## src/rtl/core/hsp_pkg.sv

```systemverilog
// Shared types and constants for the seven-point heat stencil.
// Used by every module of the block; depends on nothing.
package hsp_pkg;

  localparam int EXT_BITS    = 6;
  localparam int MAX_EXTENT  = 1 << EXT_BITS;
  localparam int SAMPLE_BITS = 32;
  localparam int ADDR_BITS   = 2 * EXT_BITS + 1;
  localparam int STORE_WORDS = 1 << ADDR_BITS;
  localparam int DIFF_BITS   = SAMPLE_BITS + 2;
  localparam int COEF_BITS   = 16;
  localparam int PROD_BITS   = DIFF_BITS + COEF_BITS + 1;
  localparam int SUM_BITS    = PROD_BITS + 2;
  localparam int FIFO_DEPTH  = 4;
  localparam int FIFO_PTR    = 2;
  localparam int CFG_IDX_BITS = 3;
  localparam logic [EXT_BITS-1:0] SIZE_MAX = EXT_BITS'(MAX_EXTENT - 2);

  typedef enum logic [CFG_IDX_BITS-1:0] {
    REG_SIZE_X = 3'd0,
    REG_SIZE_Y = 3'd1,
    REG_SIZE_Z = 3'd2,
    REG_COEF_X = 3'd3,
    REG_COEF_Y = 3'd4,
    REG_COEF_Z = 3'd5
  } reg_idx_t;

  typedef logic signed [SAMPLE_BITS-1:0] sample_t;

  typedef struct packed {
    sample_t             c;
    sample_t             xm;
    sample_t             xp;
    sample_t             ym;
    sample_t             yp;
    sample_t             zm;
    sample_t             zp;
    logic [EXT_BITS-1:0] px;
    logic [EXT_BITS-1:0] py;
    logic [EXT_BITS-1:0] pz;
    logic                last;
  } item_t;

  typedef struct packed {
    logic [COEF_BITS-1:0] cx;
    logic [COEF_BITS-1:0] cy;
    logic [COEF_BITS-1:0] cz;
  } coefs_t;

  function automatic logic [EXT_BITS-1:0] clamp_size(input logic [EXT_BITS-1:0] s);
    return (s > SIZE_MAX) ? SIZE_MAX : s;
  endfunction

endpackage

```

## src/rtl/core/hsp_fifo.sv

```systemverilog
// Short queue of fetched stencil neighbourhoods between front and back.
// Depends on hsp_pkg.
module hsp_fifo (
  input  logic           clk,
  input  logic           rst,
  input  logic           push,
  input  hsp_pkg::item_t din,
  output logic           full,
  input  logic           pop,
  output logic           empty,
  output hsp_pkg::item_t dout
);
  import hsp_pkg::*;

  item_t                store [FIFO_DEPTH];
  logic [FIFO_PTR-1:0]  wp, rp;
  logic [FIFO_PTR:0]    count;

  assign full  = (count == (FIFO_PTR+1)'(FIFO_DEPTH));
  assign empty = (count == '0);
  assign dout  = store[rp];

  always_ff @(posedge clk) begin
    if (push) store[wp] <= din;
  end

  always_ff @(posedge clk) begin
    if (rst) begin
      wp    <= '0;
      rp    <= '0;
      count <= '0;
    end else begin
      if (push) wp <= wp + 1'b1;
      if (pop)  rp <= rp + 1'b1;
      if (push && !pop)      count <= count + 1'b1;
      else if (pop && !push) count <= count - 1'b1;
    end
  end
endmodule

```

## config.mk

```make
export PLATFORM = sky130hd
export DESIGN_NAME = hsp_fifo
export DESIGN_NICKNAME = d
export VERILOG_FILES = /design/src/rtl/core/hsp_pkg.sv /design/src/rtl/core/hsp_fifo.sv
export SDC_FILE = /design/constraint.sdc
export NUM_CORES = 1
export LEC_CHECK = 0
export ABC_AREA = 1
export CAP_MARGIN = 40
export CORE_MARGIN = 10
export CORE_UTILIZATION = 40
export CTS_BUF_LIST = sky130_fd_sc_hd__clkbuf_2 sky130_fd_sc_hd__clkbuf_4 sky130_fd_sc_hd__clkbuf_8
export DETAILED_ROUTE_END_ITERATION = 12
export DONT_BUFFER_PORTS = 1
export HOLD_SLACK_MARGIN = 0.12
export PLACE_DENSITY = 0.52
export SETUP_SLACK_MARGIN = 0.3
export SLEW_MARGIN = 20
export SYNTH_ARGS = -nofsm -noshare
export SYNTH_HDL_FRONTEND = slang
export SYNTH_SLANG_ARGS = --single-unit
```

## constraint.sdc

```tcl
create_clock -name clk -period 15.1 [get_ports clk]
set_input_delay 0.755 -clock clk [delete_from_list [all_inputs] [get_ports clk]]
set_output_delay 0.755 -clock clk [all_outputs]
set_load 0.03 [all_outputs]
```

==> impl_summary.log <==
[metrics] RSZ-0062 raised after global routing: no
[metrics] worst slew slack as a fraction of its limit: ~37%
[metrics] cell area after placement: roughly 38,000 µm²
[metrics] layout cell share with drive strength beyond 1: about an eighth
[metrics] # nets final: 3,005
[metrics] number of distinct standard cells referenced by the synthesized netlist: 25
[metrics] Internal Power: around 4500 µW
[metrics] final hold violations: 0
[metrics] combinational family with the most area after synthesis: compound AO/OA/AOI/OAI gates
[metrics] starting density of the core: 40.3%
[metrics] final routed wirelength across all metal layers: ~93 mm
[metrics] grt total ovfl: 0
[metrics] number of slew-limit violations in the final report: 0
[metrics] buffering stage count on the worst path with inverters included: 5
[metrics] Buffers on Ports: 0
[metrics] post-synthesis average cell area: 15.1 µm²
[metrics] Clock Skew: around 34 ps
[metrics] post-synth design cell area: roughly 36,000 µm²
[metrics] top cell family by delay on the critical path: buffers and inverters
[metrics] switching fraction of total power: about a quarter
[metrics] top post-synthesis cells by area: sky130_fd_sc_hd__edfxtp_1 80%, sky130_fd_sc_hd__o21ai_0 6.4%, sky130_fd_sc_hd__nor2_1 5.1%
[metrics] number of global-route vias before repair: ~21k
[metrics] final critical path time including I/O delays and setup: between 5000 and 6000 ps
[metrics] static leakage power: approximately 0.014 µW
[metrics] Std-Cell Rows: 110
[metrics] category of the most critical setup path: register to output pin
[metrics] part of the total power dissipated in the clock network: approximately 37%
[metrics] delay of the slowest cell on the worst path: around 660 ps
[metrics] cells along the critical path: inv_16, buf_16, buf_4, buf_16, buf_4, o21ai_0, o22ai_1
[metrics] net count after synthesis: 2,660
[metrics] Synth Area in Simple Gates: 5.23%
[metrics] routed length per instance: approximately 23 µm
[metrics] number of failing setup endpoints in the final timing report: 0
[metrics] top fanout value on the critical path: 148
[metrics] first-iteration detailed-routing DRC count: 1,448
[metrics] final critical-path share of the clock period: between 30% and 40%
[metrics] TritonCTS clock tree: yes
[metrics] part of the Yosys area used for sequential elements: about four fifths
[metrics] total power density per cell area: between 100 and 150 nW/µm²
[metrics] largest area contributor in the netlist: sky130_fd_sc_hd__edfxtp_1
[metrics] clock insertion delay at the later pin of the skew report: slightly above 800 ps
[metrics] core region area: 90,100 µm²
[metrics] sw power: ~1500 µW
[metrics] vias per cell: 5.30
[metrics] kind of path behind the tightest hold check: primary input to register
[metrics] First-pass DRT Iterations: 5
[metrics] result of the run: completed
[metrics] combinational share of power: 11.3%
[metrics] wire length of the first global-routing pass: approximately 140 mm
[metrics] antenna violations before repair: 15
[metrics] clock root buffer: sky130_fd_sc_hd__clkbuf_8
[metrics] Die Span X: about 320 µm
[metrics] number of resized instances in the post-cts repair step: 0
[metrics] endpoint class of the critical path: output pin
[metrics] io pins: about 490
[metrics] Inserted Clock Buffers: 161
[metrics] post-synthesis mux area share: 0%
[metrics] peak supply drop: 0.0757 mV
[metrics] clock sink total: roughly 980
[metrics] routed via count: 21.5k
[metrics] proportion of power drawn by flip-flops and latches: around 52%
[metrics] weighted congestion at the end of routability-driven global placement: 0.747
[metrics] multi-input logic area: ~6000 µm²
[metrics] Synthesis Warnings: 0
[metrics] share of the synthesized area in the top cell type: 80.3%
[metrics] clk slew on worst S/H paths: about 60 ps
[metrics] parity-gate share of the synthesized area counting xor and xnor cells: less than 1%
[metrics] number of H-tree branching levels: 4
[metrics] post-route cell area: 43,600 µm²
[metrics] flip-flop and latch count after synthesis: 981
[metrics] vertical extent of the die: 322 µm
[metrics] Total Neg Setup Slack: 0 ps
[metrics] number of filler instances in the final layout: between 7k and 8k
[metrics] endpoint arrival time on the critical path: 4310 ps
[metrics] reported max-cap violation count: 0
[metrics] required time of the critical path: approximately 14,000 ps
[metrics] deepest clock path buffer count: 3
[metrics] type of element launching the critical path: register
[metrics] die footprint: roughly 100,000 µm²
[metrics] maximum clock rate: approximately 200 MHz
[metrics] Register Area: a little under 30,000 µm²
[metrics] overall track demand over capacity in global routing: 17.3%
[metrics] maximum number of pins on one net before global-route repair: between 200 and 250
[metrics] slowest stage cell, crit path: sky130_fd_sc_hd__o22ai_1
[metrics] complex-gate fraction of the synthesized area: 11.0%
[metrics] adder-cell share of the synthesized area: less than 1%
[metrics] placed wire-length estimate after detailed placement: roughly 54 mm
[metrics] instance count of the mapped netlist: between 2k and 2.5k
[metrics] DRC: 0
[metrics] Area Overhead vs Synth: 20.0%
[metrics] Detail Route Antenna Nets: 0
[metrics] transition time at the pin with the least slew margin: between 900 and 1000 ps
[cells by family after synthesis]
family / count (synthesis)
fa+ha+maj: 6
buf+inv: 177
simple gates: 505
xor+xnor: 1
flops: 981
compound gates: 737
[worst paths after layout]
check,startpoint,end,slack [ps],depth (start not counted)
min,push,count[0]$_SDFFE_PP0P_,280,3
min reg2reg,rp[1]$_SDFFE_PP0P_,register,440,1
max,register,dout[106],10040,7
max reg2reg,wp[0]$_SDFFE_PP0P_,store[2][148]$_DFFE_PP_,11950,8
[routing by layer]
| layer | part of all wire [%] | global-route usage [%] | routed length (µm) | vias up |
|---|---|---|---|---|
| met5 | 0.075 | 0 | 69 | - |
| met4 | 2.1 | 5.74 | 1920 | 12 |
| met3 | 8.0 | 5.78 | 7410 | 157 |
| met2 | 49 | 28.7 | 45800 | 713 |
| met1 | 40 | 21.0 | 37400 | 10800 |
| li1 | - | - | - | 9860 |
[cells in the mapped netlist, drive strengths merged]
master / count
edfxtp: 972
nor2: 492
o21ai: 491
o22ai: 243
buf: 96
clkbuf: 64
inv: 17
dfxtp: 9
nand2: 9
ha: 5
a21oi: 3
nor3: 2
fa: 1
nand3: 1
nand4: 1
xor2: 1
[worst reg2reg max path: stages (launching register included)]
cell and delay, ps:
sky130_fd_sc_hd__dfxtp_1 330, sky130_fd_sc_hd__inv_1 120, sky130_fd_sc_hd__ha_1 160, sky130_fd_sc_hd__nand2_1 130, sky130_fd_sc_hd__inv_8 360, sky130_fd_sc_hd__buf_4 590, sky130_fd_sc_hd__buf_12 330, sky130_fd_sc_hd__buf_4 440
sky130_fd_sc_hd__buf_16 290
[power groups by stage]
stage / Combinational, µW / Clock [µW] / Sequential (µW)
after CTS: 689 / 2280 / 3140
after global placement: 552 / 0 / 3210
final: 682 / 2210 / 3150
after global routing: 732 / 2400 / 3150
after floorplan: 434 / 0 / 3220
after detailed placement: 605 / 0 / 3200
[state kept, by name, indices dropped and copies added, names as in the netlist, named ones only]
register  flops
store       972
count         3
rp            2
wp            2
[area by class of cell]
cell class,count,area share (%)
Tap cell,1176,3.37
Multi-Input combinational cell,1249,13.7
Inverter,17,0.264
Clock inverter,52,0.786
Clock buffer,226,6.22
Sequential cell,981,67.3
Timing Repair Buffer,342,8.25
Antenna cell,11,0.0631
[repair_timing]
action,CTS,global route
buffers inserted,0,0
hold buffers,246,0
endpoints found under the hold margin,981,0
[per-stage QoR]
stage                     hold WS (ps)  std cells  total power (µW)  utilization (%)  setup slack [ps]
after floorplan                    412       2407              3650                -              9060
after global placement             422       3448              3760             41.2             10570
after detailed placement           432       3511              3810             42.1             11030
after CTS                          170       4035              6120             48.2             10090
after global routing               232       4051              6290             48.4              9680
final                              278       4054              6040             48.4             10040
[cell usage in the layout (no fill, tap or decap), types with 2 or more instances in the layout]
cell,instances
sky130_fd_sc_hd__o21ai_0,466
sky130_fd_sc_hd__clkinv_1,32
sky130_fd_sc_hd__diode_2,11
sky130_fd_sc_hd__inv_1,11
sky130_fd_sc_hd__o22ai_1,243
sky130_fd_sc_hd__bufinv_16,3
sky130_fd_sc_hd__nor2_1,492
sky130_fd_sc_hd__buf_16,15
sky130_fd_sc_hd__o21ai_1,25
sky130_fd_sc_hd__clkbuf_4,64
sky130_fd_sc_hd__clkbuf_8,163
sky130_fd_sc_hd__dfxtp_1,7
sky130_fd_sc_hd__dfxtp_4,2
sky130_fd_sc_hd__buf_12,9
sky130_fd_sc_hd__edfxtp_1,972
sky130_fd_sc_hd__ha_1,5
sky130_fd_sc_hd__inv_8,6
sky130_fd_sc_hd__dlygate4sd3_1,246
sky130_fd_sc_hd__a21oi_1,3
sky130_fd_sc_hd__inv_6,6
sky130_fd_sc_hd__clkinvlp_4,2
sky130_fd_sc_hd__buf_4,70
sky130_fd_sc_hd__clkinv_2,7
sky130_fd_sc_hd__nand2_1,9
Note: power is estimated with default switching activity, not from simulation.
